File: src/rtl/cdd_pkg.sv
// Package for the calendar day distance block: widths, result codes and the
// constant tables of the Solar Hijri calendar. No dependencies.
package cdd_pkg;

  localparam int YEAR_WIDTH  = 12;
  localparam int DAY_W       = 5;
  localparam int MON_W       = 4;
  localparam int COUNT_W     = 21;
  localparam int ORDER_W     = 2;
  localparam int REST_W      = 6;   // year mod 33
  localparam int REST_DAYS_W = 14;  // days before a year within its cycle
  localparam int MDAY_W      = 9;   // days before the month plus day of month

  localparam int CYCLE_YEARS = 33;
  localparam int CYCLE_DAYS  = 365 * 33 + 8;

  // Year / 33 by reciprocal: estimate is low by at most one, then corrected.
  localparam int REC_SHIFT = YEAR_WIDTH + 6;
  localparam int REC_MULT  = (2 ** REC_SHIFT) / CYCLE_YEARS;
  localparam int REC_W     = REC_SHIFT - 5;
  localparam int PROD_W    = YEAR_WIDTH + REC_W;
  localparam int QUOT_W    = YEAR_WIDTH - 5;

  // Day ordinal width covers the largest year plus one cycle of margin.
  localparam int ORD_W = $clog2(((2 ** YEAR_WIDTH) / CYCLE_YEARS + 1) * CYCLE_DAYS + 1);

  localparam int IN_FIELDS_W  = 2 * (DAY_W + MON_W + YEAR_WIDTH);
  localparam int IN_TDATA_W   = ((IN_FIELDS_W + 7) / 8) * 8;
  localparam int OUT_FIELDS_W = COUNT_W + ORDER_W;
  localparam int OUT_TDATA_W  = ((OUT_FIELDS_W + 7) / 8) * 8;

  typedef logic [ORDER_W-1:0] order_t;
  localparam order_t ORDER_EQUAL   = 2'd0;
  localparam order_t ORDER_A_LATER = 2'd1;
  localparam order_t ORDER_A_EARLY = 2'd2;

  // Leap year when year mod 33 is one of eight residues.
  function automatic logic is_leap(input logic [REST_W-1:0] rest);
    logic hit;
    hit = 1'b0;
    unique case (rest)
      6'd1, 6'd5, 6'd9, 6'd13, 6'd17, 6'd22, 6'd26, 6'd30: hit = 1'b1;
      default: hit = 1'b0;
    endcase
    return hit;
  endfunction

  // Days in the years of a cycle that come before year residue rest.
  function automatic logic [REST_DAYS_W-1:0] days_before_year(input logic [REST_W-1:0] rest);
    logic [REST_DAYS_W-1:0] acc;
    logic [REST_W-1:0]      r;
    acc = REST_DAYS_W'(rest) * REST_DAYS_W'(365);
    for (int i = 0; i < CYCLE_YEARS; i++) begin
      r = REST_W'(i);
      if (r < rest && is_leap(r)) begin
        acc = acc + REST_DAYS_W'(1);
      end
    end
    return acc;
  endfunction

  // Days in the months of a year that come before month m.
  function automatic logic [MDAY_W-1:0] days_before_month(input logic [MON_W-1:0] m);
    logic [MDAY_W-1:0] days;
    days = '0;
    unique case (m)
      4'd1:    days = 9'd0;
      4'd2:    days = 9'd31;
      4'd3:    days = 9'd62;
      4'd4:    days = 9'd93;
      4'd5:    days = 9'd124;
      4'd6:    days = 9'd155;
      4'd7:    days = 9'd186;
      4'd8:    days = 9'd216;
      4'd9:    days = 9'd246;
      4'd10:   days = 9'd276;
      4'd11:   days = 9'd306;
      4'd12:   days = 9'd336;
      default: days = 9'd0;
    endcase
    return days;
  endfunction

endpackage

File: src/rtl/calendar_day_distance.sv
// Calendar day distance: top level, a five stage pipeline over two date lanes.
// Depends on cdd_pkg.
//
// Takes a request holding two Solar Hijri dates and returns the absolute
// number of days between them, which date is the earlier, and a flag for an
// invalid date (month outside 1 to 12, or day outside the month's length in
// that year); with the flag set, count and order are both zero. Every request
// gives exactly one result. A new request is taken every cycle while the output
// does not stall: the stages are year / 33 by reciprocal multiply, quotient
// correction, cycle/year/month terms with the validity check, ordinal sum, and
// compare/subtract into the output register. The whole pipeline holds while a
// finished result waits for out_tready, so in_tready is low only in that case.
module calendar_day_distance (
  input  logic                            clk,
  input  logic                            rst_n,
  input  logic                            in_tvalid,
  output logic                            in_tready,
  // day_a[4:0], month_a[8:5], year_a[20:9], day_b[25:21], month_b[29:26],
  // year_b[41:30], zeros above
  input  logic [cdd_pkg::IN_TDATA_W-1:0]  in_tdata,
  output logic                            out_tvalid,
  input  logic                            out_tready,
  // day_count[20:0], order[22:21], zero above
  output logic [cdd_pkg::OUT_TDATA_W-1:0] out_tdata,
  // bad_date[0]
  output logic                            out_tuser
);

  localparam int YW = cdd_pkg::YEAR_WIDTH;
  localparam int DW = cdd_pkg::DAY_W;
  localparam int MW = cdd_pkg::MON_W;
  localparam int LANE_W = DW + MW + YW;

  // Advance every stage together; hold all of them while the output stalls.
  logic adv;
  assign adv       = !out_tvalid || out_tready;
  assign in_tready = adv;

  // Unpack the request into the two date lanes.
  logic [DW-1:0] in_day [2];
  logic [MW-1:0] in_mon [2];
  logic [YW-1:0] in_year[2];
  always_comb begin
    for (int l = 0; l < 2; l++) begin
      in_day[l]  = in_tdata[l*LANE_W +: DW];
      in_mon[l]  = in_tdata[l*LANE_W + DW +: MW];
      in_year[l] = in_tdata[l*LANE_W + DW + MW +: YW];
    end
  end

  // Stage 1: year times reciprocal of 33.
  logic                       s1_vld_r;
  logic [cdd_pkg::PROD_W-1:0] s1_prod_r[2];
  logic [YW-1:0]              s1_year_r[2];
  logic [DW-1:0]              s1_day_r [2];
  logic [MW-1:0]              s1_mon_r [2];

  always_ff @(posedge clk) begin
    if (!rst_n) begin
      s1_vld_r <= 1'b0;
    end else if (adv) begin
      s1_vld_r <= in_tvalid;
    end
  end

  always_ff @(posedge clk) begin
    if (adv) begin
      for (int l = 0; l < 2; l++) begin
        s1_prod_r[l] <= cdd_pkg::PROD_W'(in_year[l]) *
                        cdd_pkg::PROD_W'(cdd_pkg::REC_MULT);
        s1_year_r[l] <= in_year[l];
        s1_day_r[l]  <= in_day[l];
        s1_mon_r[l]  <= in_mon[l];
      end
    end
  end

  // Stage 2: correct the quotient estimate and form year mod 33.
  logic [cdd_pkg::QUOT_W-1:0] q_est   [2];
  logic [cdd_pkg::REST_W:0]   r_raw   [2];
  logic [cdd_pkg::QUOT_W-1:0] s2_quot_nxt[2];
  logic [cdd_pkg::REST_W-1:0] s2_rest_nxt[2];

  always_comb begin
    for (int l = 0; l < 2; l++) begin
      q_est[l] = cdd_pkg::QUOT_W'(s1_prod_r[l] >> cdd_pkg::REC_SHIFT);
      r_raw[l] = (cdd_pkg::REST_W+1)'(s1_year_r[l] -
                 ({YW'(q_est[l]), 5'b0} + YW'(q_est[l])));
      if (r_raw[l] >= (cdd_pkg::REST_W+1)'(cdd_pkg::CYCLE_YEARS)) begin
        s2_quot_nxt[l] = q_est[l] + cdd_pkg::QUOT_W'(1);
        s2_rest_nxt[l] = cdd_pkg::REST_W'(r_raw[l] -
                         (cdd_pkg::REST_W+1)'(cdd_pkg::CYCLE_YEARS));
      end else begin
        s2_quot_nxt[l] = q_est[l];
        s2_rest_nxt[l] = cdd_pkg::REST_W'(r_raw[l]);
      end
    end
  end

  logic                       s2_vld_r;
  logic [cdd_pkg::QUOT_W-1:0] s2_quot_r[2];
  logic [cdd_pkg::REST_W-1:0] s2_rest_r[2];
  logic [DW-1:0]              s2_day_r [2];
  logic [MW-1:0]              s2_mon_r [2];

  always_ff @(posedge clk) begin
    if (!rst_n) begin
      s2_vld_r <= 1'b0;
    end else if (adv) begin
      s2_vld_r <= s1_vld_r;
    end
  end

  always_ff @(posedge clk) begin
    if (adv) begin
      for (int l = 0; l < 2; l++) begin
        s2_quot_r[l] <= s2_quot_nxt[l];
        s2_rest_r[l] <= s2_rest_nxt[l];
        s2_day_r[l]  <= s1_day_r[l];
        s2_mon_r[l]  <= s1_mon_r[l];
      end
    end
  end

  // Stage 3: validity check and the three ordinal terms.
  logic                            s3_ok_nxt[2];
  logic [4:0]                      mlen     [2];
  always_comb begin
    for (int l = 0; l < 2; l++) begin
      if (s2_mon_r[l] < MW'(7)) begin
        mlen[l] = 5'd31;
      end else if (s2_mon_r[l] < MW'(12)) begin
        mlen[l] = 5'd30;
      end else begin
        mlen[l] = cdd_pkg::is_leap(s2_rest_r[l]) ? 5'd30 : 5'd29;
      end
      s3_ok_nxt[l] = (s2_mon_r[l] >= MW'(1)) && (s2_mon_r[l] <= MW'(12)) &&
                     (s2_day_r[l] >= DW'(1)) && (s2_day_r[l] <= mlen[l]);
    end
  end

  logic                            s3_vld_r;
  logic                            s3_ok_r       [2];
  logic [cdd_pkg::ORD_W-1:0]       s3_cyc_r      [2];
  logic [cdd_pkg::REST_DAYS_W-1:0] s3_rest_days_r[2];
  logic [cdd_pkg::MDAY_W-1:0]      s3_mday_r     [2];

  always_ff @(posedge clk) begin
    if (!rst_n) begin
      s3_vld_r <= 1'b0;
    end else if (adv) begin
      s3_vld_r <= s2_vld_r;
    end
  end

  always_ff @(posedge clk) begin
    if (adv) begin
      for (int l = 0; l < 2; l++) begin
        s3_ok_r[l]        <= s3_ok_nxt[l];
        s3_cyc_r[l]       <= cdd_pkg::ORD_W'(s2_quot_r[l]) *
                             cdd_pkg::ORD_W'(cdd_pkg::CYCLE_DAYS);
        s3_rest_days_r[l] <= cdd_pkg::days_before_year(s2_rest_r[l]);
        s3_mday_r[l]      <= cdd_pkg::days_before_month(s2_mon_r[l]) +
                             cdd_pkg::MDAY_W'(s2_day_r[l]);
      end
    end
  end

  // Stage 4: sum the terms into a day ordinal per date.
  logic                      s4_vld_r;
  logic                      s4_bad_r;
  logic [cdd_pkg::ORD_W-1:0] s4_ord_r[2];

  always_ff @(posedge clk) begin
    if (!rst_n) begin
      s4_vld_r <= 1'b0;
    end else if (adv) begin
      s4_vld_r <= s3_vld_r;
    end
  end

  always_ff @(posedge clk) begin
    if (adv) begin
      s4_bad_r <= !s3_ok_r[0] || !s3_ok_r[1];
      for (int l = 0; l < 2; l++) begin
        s4_ord_r[l] <= s3_cyc_r[l] + cdd_pkg::ORD_W'(s3_rest_days_r[l]) +
                       cdd_pkg::ORD_W'(s3_mday_r[l]);
      end
    end
  end

  // Stage 5: compare and subtract into the output register.
  logic [cdd_pkg::COUNT_W-1:0] out_count_nxt;
  cdd_pkg::order_t             out_order_nxt;
  always_comb begin
    priority if (s4_bad_r) begin
      out_count_nxt = '0;
      out_order_nxt = cdd_pkg::ORDER_EQUAL;
    end else if (s4_ord_r[0] > s4_ord_r[1]) begin
      out_count_nxt = cdd_pkg::COUNT_W'(s4_ord_r[0] - s4_ord_r[1]);
      out_order_nxt = cdd_pkg::ORDER_A_LATER;
    end else if (s4_ord_r[0] < s4_ord_r[1]) begin
      out_count_nxt = cdd_pkg::COUNT_W'(s4_ord_r[1] - s4_ord_r[0]);
      out_order_nxt = cdd_pkg::ORDER_A_EARLY;
    end else begin
      out_count_nxt = '0;
      out_order_nxt = cdd_pkg::ORDER_EQUAL;
    end
  end

  logic                        out_vld_r;
  logic [cdd_pkg::COUNT_W-1:0] out_count_r;
  cdd_pkg::order_t             out_order_r;
  logic                        out_bad_r;

  always_ff @(posedge clk) begin
    if (!rst_n) begin
      out_vld_r <= 1'b0;
    end else if (adv) begin
      out_vld_r <= s4_vld_r;
    end
  end

  always_ff @(posedge clk) begin
    if (adv) begin
      out_count_r <= out_count_nxt;
      out_order_r <= out_order_nxt;
      out_bad_r   <= s4_bad_r;
    end
  end

  assign out_tvalid = out_vld_r;
  assign out_tdata  = {{(cdd_pkg::OUT_TDATA_W - cdd_pkg::OUT_FIELDS_W){1'b0}},
                       out_order_r, out_count_r};
  assign out_tuser  = out_bad_r;

  // A flagged date pair carries no distance and no order.
  a_bad_clears: assert property (@(posedge clk) disable iff (!rst_n)
    out_tvalid && out_tuser |-> out_count_r == '0 && out_order_r == cdd_pkg::ORDER_EQUAL)
    else $error("bad date result carries a distance or order");

  // Equal order and a zero distance go together.
  a_equal_zero: assert property (@(posedge clk) disable iff (!rst_n)
    out_tvalid |-> ((out_order_r == cdd_pkg::ORDER_EQUAL) == (out_count_r == '0)))
    else $error("order and distance disagree");

  // Intake closes only while a finished result is held back.
  a_stall_only: assert property (@(posedge clk) disable iff (!rst_n)
    !in_tready |-> out_tvalid && !out_tready)
    else $error("pipeline held without an output stall");

  // A request held in stage 4 during a stall keeps both of its day ordinals.
  a_hold_stage: assert property (@(posedge clk) disable iff (!rst_n)
    s4_vld_r && !adv |=> s4_vld_r && $stable(s4_ord_r[0]) && $stable(s4_ord_r[1]))
    else $error("stage 4 lost its request during a stall");

endmodule
File: config.mk
export PLATFORM = sky130hd
export DESIGN_NAME = calendar_day_distance
export DESIGN_NICKNAME = d
export VERILOG_FILES = /design/src/rtl/cdd_pkg.sv /design/src/rtl/calendar_day_distance.sv
export SDC_FILE = /design/constraint.sdc
export NUM_CORES = 1
export LEC_CHECK = 0
export BUFFER_PORTS_ARGS = -buffer_cell sky130_fd_sc_hd__buf_2
export CELL_PAD_IN_SITES_DETAIL_PLACEMENT = 1
export CELL_PAD_IN_SITES_GLOBAL_PLACEMENT = 2
export CORE_MARGIN = 2
export CORE_UTILIZATION = 39
export DETAILED_ROUTE_END_ITERATION = 12
export GPL_TIMING_DRIVEN = 0
export PLACE_DENSITY_LB_ADDON = 0.1
export SLEW_MARGIN = 25
export SYNTH_ARGS = -nofsm -noshare
export SYNTH_HDL_FRONTEND = slang
export SYNTH_SLANG_ARGS = --single-unit
File: constraint.sdc
create_clock -name clk -period 8.75 [get_ports clk]
set_input_delay 0.875 -clock clk [delete_from_list [all_inputs] [get_ports clk]]
set_output_delay 0.875 -clock clk [all_outputs]
set_load 0.03 [all_outputs]
==> results_dict.tcl, run 1 <==
set metrics [dict create \
    status "completed" \
    slew_headroom_pct 43.40 \
    num_rows 99 \
    synth_fp_nets 3515 \
    drive_above_1_share_pct 7.325 \
    drt_iter0_drc 719 \
    reg2reg_slack_ns 0.89 \
    rsz0062_at_grt "false" \
    crit_arrival_ns 8.30 \
    synth-seq-cells 252 \
    cts_hold_buf 0 \
    via_count 19986 \
    hold_path_class "reg -> reg" \
    maxCapViolCount 0 \
    h-tree-depth 1 \
    worst_hold_path.endpoint "s2_mon_r[0][2]" \
    max_freq_mhz 127.2 \
    drc 0 \
    start_kind "register" \
    drt-wirelength-per-cell_um 16.89 \
    initial_core_util_pct 39.21 \
    r2r_cells 25 \
    finClkSkew_ns 0.02880 \
    port_buffers 71 \
    die_width_um 274.1 \
    track_usage_pct 18.18 \
    synth_ff_type "edfxtp_1" \
    grt_pass1_wl_mm 111.4 \
    synth_area_per_cell_sq_um 10.00 \
    dieHeight_um 274.1 \
    dp_hpwl_mm 55.75 \
    cts-root-buf "clkbuf_16" \
    crit_start "s2_rest_r[0][5]" \
    wl_mm 66.48 \
    endpoint_kind "register" \
    via_per_inst 5.078 \
    yosysWarnings 0 \
    synth.most_common_cell "inv_1" \
    drtPass1Iterations 5 \
    setup_viol 0 \
    die_area_sq_mm 0.07515 \
    core-area_sq_mm 0.07259 \
    period_share_pct 89.88 \
    ios 79 \
    r2r-end "s3_rest_days_r[0][13]" \
    synth_top_area_share_pct 26.06 \
    post_cts_buffers 0 \
    path_clk_slew_ns 0.06 \
    fillers 8289 \
    clk_path_buf_depth 3 \
    synth_area_leaders "edfxtp_1 26%, ha_1 20%, fa_1 12%" \
    hold_violations 0 \
    yosysSeqAreaShare_pct 26.41 \
    cts_tree "yes" \
    synth_edf_count 247 \
    routabilityCongestion 0.8226 \
    antenna_found_initial 1 \
    critPathMaxFanout 8 \
    cts_buffers 31 \
    tns_ns 0 \
    synth-async-reset-ratio_pct 0 \
    syn-instance-count 2845 \
    slew_viol_final 0 \
    grt_max_degree 94 \
    timing.rr.start "s2_rest_r[0][5]" \
    grt_pass1_vias 21668 \
    drtAntennaViolNets 0 \
    cts_resized 0 \
    overflow 0 \
    required_ns 9.19 \
    crit_slowest_cell "a222oi_1" \
    yosys-top-cells-count "480 x inv_1, 451 x ha_1, 247 x edfxtp_1" \
    syn_area_sq_mm 0.02846 \
    max_stage_delay_ns 0.51 \
    min_period_ns 7.865 \
    clk_latency_ns 0.60 \
    min_from "s1_mon_r[0][2]" \
    final_nets 3621 \
    timing_worst_setup_path_type "reg -> reg" \
    syn_to_final_growth_pct 9.620 \
    synth_cell_types 117 \
    hold_path_depth 0 \
    synth_largest_area_cell "edfxtp_1" \
    cts_sinks 252 \
    worst_pin_slew_ns 0.8469 \
]
placed cells by master, fill, tap and decap left out, types with 65 or more instances in the layout:
| master | count |
|---|---|
| buf_2 | 76 |
| inv_1 | 480 |
| a21o_1 | 73 |
| xor2_1 | 70 |
| xnor2_1 | 234 |
| nand3_1 | 65 |
| nand2_1 | 109 |
| nor2_1 | 130 |
| ha_1 | 451 |
| edfxtp_1 | 247 |
| a21oi_1 | 143 |
| o21ai_0 | 79 |
| fa_1 | 167 |
final cells by class:
cell class	count	area, sq um	area share, %
Multi-Input combinational cell	2068	18930	60.69
Clock buffer	31	775.7	2.487
Antenna cell	1	2.502	0.008021
Timing Repair Buffer	73	410.4	1.316
Sequential cell	252	7517	24.10
Buffer	43	209.0	0.6698
Tap cell	959	1200	3.846
Inverter	482	1809	5.800
Clock inverter	27	339.1	1.087
how the worst max path moves through the flow:
stage | to | slack, ns
after floorplan | s3_rest_days_r[0][13] | 2.17
after global placement | s3_rest_days_r[0][13] | 0.95
after detailed placement | s3_rest_days_r[0][13] | 0.79
after CTS | s3_rest_days_r[0][13] | 0.78
after global routing | s3_rest_days_r[0][13] | 0.22
final | s3_rest_days_r[0][13] | 0.89
registers in the layout, indices dropped and copies added (netlist names):
signal          flops
out_count_r        21
out_order_r         2
out_tuser           1
out_tvalid          1
s1_day_r           10
s1_mon_r            8
s1_prod_r          16
s1_vld_r            1
s1_year_r          12
s2_day_r           10
s2_mon_r            8
s2_quot_r          14
s2_rest_r          12
s2_vld_r            1
s3_cyc_r           42
s3_mday_r          18
s3_ok_r             2
s3_rest_days_r     28
s3_vld_r            1
s4_bad_r            1
s4_ord_r           42
s4_vld_r            1
cells by family after synthesis:
logic type / synth area share (%)
xor+xnor: 10.20
other cells: 0.01318
compound gates: 13.32
flops: 26.41
fa+ha+maj: 31.61
simple gates: 10.56
buf+inv: 7.056
mux: 0.8266
stage by stage:
step / cells / hold slack [ns] / instance area (sq um) / utilization [%] / setup slack (ns)
6_report: 3936 / 0.4206 / 31200 / 42.98 / 0.8855
2_1_floorplan: 2845 / 0.4003 / 28460 / - / 2.165
5_1_grt: 3935 / 0.4209 / 31190 / 42.97 / 0.2180
3_5_place_dp: 3877 / 0.4106 / 30080 / 41.44 / 0.7890
3_3_place_gp: 3875 / 0.4067 / 30020 / 41.35 / 0.9466
4_1_cts: 3935 / 0.4167 / 31190 / 42.97 / 0.7809
layer usage:
metal	share of wire, %	global-route usage [%]	up-vias
li1	-	-	10043
met1	48	24.19	9758
met2	49	32.52	129
met3	1.8	1.585	56
met4	1.3	2.932	0
met5	0	0	-
worst max-delay path: cells and delay by family, from the launching register on:
family          cells  cell delay (ns)
buf+inv             1             0.20
xor+xnor            3             0.73
flops               1             0.41
fa+ha+maj           3             1.03
compound gates      6             1.85
mux                 1             0.34
simple gates       11             3.18
Power of run 1 is left out: the tool's default activity adds up to more than one toggle a clock period on the data nets, which glitch-free logic cannot reach.
==> run 2, diff against run 1 <==
CELL_PAD_IN_SITES_GLOBAL_PLACEMENT = 1   (was 2)
CORE_UTILIZATION = 40   (was 39)
==> results_dict.tcl, run 2 (synthesis gave the netlist of run 1 again) <==
set metrics [dict create \
    path_clk_slew_ns 0.06 \
    timing_worst_setup_path_type "reg -> reg" \
    min_from "s1_day_r[0][0]" \
    hold_violations 0 \
    max_stage_delay_ns 0.62 \
    drt_iter0_drc 655 \
    fillers 7934 \
    clk_latency_ns 0.57 \
    track_usage_pct 18.27 \
    max_freq_mhz 125.2 \
    hold_path_depth 0 \
    via_count 20249 \
    r2r-end "s3_rest_days_r[0][13]" \
    initial_core_util_pct 40.50 \
    worst_hold_path.endpoint "s2_day_r[0][0]" \
    ios 79 \
    grt_pass1_vias 22027 \
    slew_viol_final 0 \
    met1_usage_pct 24.16 \
    dp_hpwl_mm 55.02 \
    antenna_found_initial 1 \
    antenna_cells 0 \
    reg_top3 "s3_cyc_r x42, s4_ord_r x42, s3_rest_days_r x28" \
    drt-wirelength-per-cell_um 16.78 \
    use_met3_pct 1.296 \
    wl_mm 65.66 \
    r2r_cells 23 \
    crit_chain "inv_1, ha_1, nor4b_2, xnor2_1, ha_1, nand2_1, o31ai_1, a221o_1, ha_1, and3b_1, a311o_1, a222oi_1, xor3_2, xor2_1, nor3b_1, xnor2_1, nand4_1, or3_4, nor4_2, a311oi_2, nor4_2, mux2_1, nor2_1" \
    final_cell_mix "480 x inv_1, 451 x ha_1, 247 x edfxtp_1" \
    die_area_sq_mm 0.07329 \
    cts-root-buf "clkbuf_16" \
    crit_arrival_ns 8.41 \
    setup_viol 0 \
    seq_area_sq_mm 0.007517 \
    slew_headroom_pct 47.08 \
    rsz0062_at_grt "false" \
    required_ns 9.17 \
    cts_hold_buf 0 \
    maxCapViolCount 0 \
    crit_path_frequent_cell "ha_1" \
    clk_path_buf_depth 3 \
    syn_to_final_growth_pct 9.118 \
    met2_usage_pct 32.88 \
    start_kind "register" \
    drtPass1Iterations 5 \
    finClkSkew_ns 0.01284 \
    min_period_ns 7.989 \
    die_width_um 270.7 \
    gr-max-usage-layer "met2" \
    post_cts_buffers 0 \
    overflow 0 \
    drc 0 \
    hold_path_class "reg -> reg" \
    multi_input_comb_area_sq_mm 0.01893 \
    via_per_inst 5.175 \
    dieHeight_um 270.7 \
    tns_ns 0 \
    cts_resized 0 \
    core-area_sq_mm 0.07027 \
    drtAntennaViolNets 0 \
    period_share_pct 91.30 \
    cts_tree "yes" \
    port_buffers 71 \
    drive_above_1_share_pct 7.131 \
    cts_sinks 252 \
    h-tree-depth 1 \
    status "completed" \
    holdWs_ns 0.4168 \
    grt_pass1_wl_mm 111.4 \
    critPathMaxFanout 8 \
    timing.rr.start "s2_rest_r[0][5]" \
    grt_max_degree 91 \
    worst_pin_slew_ns 0.7918 \
    mostFrequentLayoutCell "inv_1" \
    endpoint_kind "register" \
    cts_buffers 30 \
    num_rows 97 \
    reg2reg_slack_ns 0.76 \
    crit_slowest_cell "nor3b_1" \
    routabilityCongestion 0.8525 \
    final_nets 3620 \
]
-- run 2: changes by cell type in the layout (fill, tap and decap cells not counted), sizes merged --
cell	previous run	this run
bufinv	6	3
clkbuf	63	65
clkinv	15	13
clkinvlp	6	5
diode	1	0
inv	482	483
-- run 2: worst max path at each step --
stage                                  to            start  slack, ns
floorplan           s3_rest_days_r[0][13]  s2_rest_r[0][4]       2.17
global placement    s3_rest_days_r[0][13]  s2_rest_r[0][5]       0.81
detailed placement  s3_rest_days_r[0][13]  s2_rest_r[0][5]       0.77
CTS                 s3_rest_days_r[0][13]  s2_rest_r[0][5]       0.71
global route        s3_rest_days_r[0][13]  s2_rest_r[0][5]        0.1
finish              s3_rest_days_r[0][13]  s2_rest_r[0][5]       0.76
-- run 2: critical path: cells and delay by family, from the launching register on --
family,cells,cell delay (ns)
xor+xnor,4,1.23
fa+ha+maj,3,1.09
mux,1,0.35
flops,1,0.42
compound gates,5,1.38
buf+inv,1,0.26
simple gates,9,3.10
-- run 2: area by class of cell --
| cell class | count | share of cell area, % |
|---|---|---|
| Buffer | 43 | 0.6729 |
| Multi-Input combinational cell | 2068 | 60.97 |
| Inverter | 482 | 5.826 |
| Clock buffer | 33 | 2.522 |
| Timing Repair Buffer | 73 | 1.322 |
| Clock inverter | 22 | 0.6930 |
| Tap cell | 940 | 3.787 |
| Sequential cell | 252 | 24.21 |
-- run 2: metal layers --
metal  share of wire (%)  wire length (um)
met1                  47             31090
met2                  49             32370
met3                 1.8              1185
met4                 1.5              1010
met5                   0                 0
-- run 2: per-stage QoR --
stage               instances  area [sq um]  util [%]  worst slack [ns]
floorplan                2845         28460         -             2.165
finish                   3913         31050     44.19            0.7614
CTS                      3913         31050     44.19            0.7076
global route             3913         31050     44.19           0.09818
detailed placement       3858         30060     42.77            0.7734
global placement         3856         29990     42.68            0.8054
Power of run 2 is left out for the same reason.
==> run 3, diff against run 2 <==
CORE_UTILIZATION = 42   (was 40)
==> results_dict.tcl, run 3 (synthesis gave the netlist of run 1 again) <==
set metrics [dict create \
    status "completed" \
    port_buffers 71 \
    via_count 20309 \
    period_share_pct 91.36 \
    reg2reg_slack_ns 0.76 \
    clk_latency_ns 0.61 \
    grt_max_degree 89 \
    hold_path_class "reg -> reg" \
    h-tree-depth 1 \
    antenna_found_initial 0 \
    cts_tree "yes" \
    drive_above_1_share_pct 7.224 \
    num_rows 95 \
    die_width_um 264.3 \
    mostFrequentLayoutCell "inv_1" \
    crit_path_frequent_cell "ha_1" \
    holdWs_ns 0.4200 \
    tns_ns 0 \
    rsz0062_at_grt "false" \
    routabilityCongestion 0.8247 \
    hold_violations 0 \
    post_cts_buffers 0 \
    grt_pass1_wl_mm 112.5 \
    final_nets 3621 \
    wl_mm 66.04 \
    crit_arrival_ns 8.46 \
    seq_area_sq_mm 0.007517 \
    start_kind "register" \
    crit_slowest_cell "nor3b_1" \
    drtPass1Iterations 5 \
    syn_to_final_growth_pct 9.070 \
    timing_worst_setup_path_type "reg -> reg" \
    fillers 7533 \
    cts_hold_buf 0 \
    clk_path_buf_depth 3 \
    required_ns 9.22 \
    setup_viol 0 \
    dp_hpwl_mm 54.94 \
    endpoint_kind "register" \
    initial_core_util_pct 42.38 \
    track_usage_pct 19.40 \
    cts_sinks 252 \
    min_period_ns 7.994 \
    critPathMaxFanout 8 \
    slew_viol_final 0 \
    overflow 0 \
    drtAntennaViolNets 0 \
    slew_headroom_pct 44.11 \
    reg_top3 "s3_cyc_r x42, s4_ord_r x42, s3_rest_days_r x28" \
    maxCapViolCount 0 \
    dieHeight_um 264.3 \
    cts_buffers 31 \
    crit_chain "inv_1, ha_1, nor4b_2, xnor2_1, ha_1, nand2_1, o31ai_1, a221o_1, ha_1, and3b_1, a311o_1, a222oi_1, xor3_2, xor2_1, nor3b_1, xnor2_1, nand4_1, or3_4, nor4_2, a311oi_2, nor4_2, mux2_1, nor2_1" \
    drc 0 \
    grt_pass1_vias 22468 \
    drt_iter0_drc 753 \
    finClkSkew_ns 0.01572 \
    multi_input_comb_area_sq_mm 0.01893 \
    path_clk_slew_ns 0.07 \
    max_freq_mhz 125.1 \
    drt-wirelength-per-cell_um 17.16 \
    die_area_sq_mm 0.06986 \
    max_stage_delay_ns 0.60 \
    ios 79 \
    cts_resized 0 \
    final_cell_mix "480 x inv_1, 451 x ha_1, 247 x edfxtp_1" \
    worst_pin_slew_ns 0.8362 \
    antenna_cells 0 \
    cts-root-buf "clkbuf_16" \
    core-area_sq_mm 0.06716 \
    via_per_inst 5.276 \
]
[run 3: changes by cell type in the layout (fill, tap and decap cells not counted)]
cell and change:
clkinv_2 -2, bufinv_16 +1, inv_16 +1, inv_8 +2
clkinvlp_4 +1, clkinv_1 +1, clkinv_4 -2, inv_6 +2
clkbuf_1 -1
[run 3: metal layers]
metal	wire length, um	global-route usage, %	up-vias
met2	32120	34.74	172
met5	0	0	-
met1	30800	25.18	10019
met4	1757	5.252	0
li1	-	-	10030
met3	1356	1.463	88
[run 3: area by class of cell]
class	count	area share [%]
sequential	252	24.22
multi-input combinational	2068	61.00
tap	873	3.519
clock inverter	26	0.9311
buffer	43	0.6732
timing repair buffer	73	1.322
inverter	482	5.829
clock buffer	32	2.511
[run 3: worst paths after layout]
check	startpoint	end	cells after the start
max	s2_rest_r[0][5]	s3_rest_days_r[0][13]	23
min	s1_mon_r[0][0]	s2_mon_r[0][0]	0
max reg2reg	s2_rest_r[0][5]	s3_rest_days_r[0][13]	23
min reg2reg	s1_mon_r[0][0]	s2_mon_r[0][0]	0
[run 3: worst max-delay path, delay by kind of cell (launching register included)]
kind                       cells  cell delay (ns)
DFF                            1             0.42
and+or+nand+nor                9             3.00
buffers and inverters          1             0.27
AOI/OAI and AO/OA              5             1.45
adders and majority gates      3             1.09
xor gates and xnor gates       4             1.26
muxes                          1             0.35
[run 3: per-stage QoR]
step	cell area, sq um	std cells	setup slack [ns]	util, %
detailed placement	29970	3791	0.7637	44.63
global route	31040	3849	0.2594	46.22
finish	31040	3849	0.7560	46.22
CTS	31040	3849	0.6986	46.22
floorplan	28460	2845	2.165	-
global placement	29910	3789	0.8496	44.53
Power of run 3 is left out for the same reason.
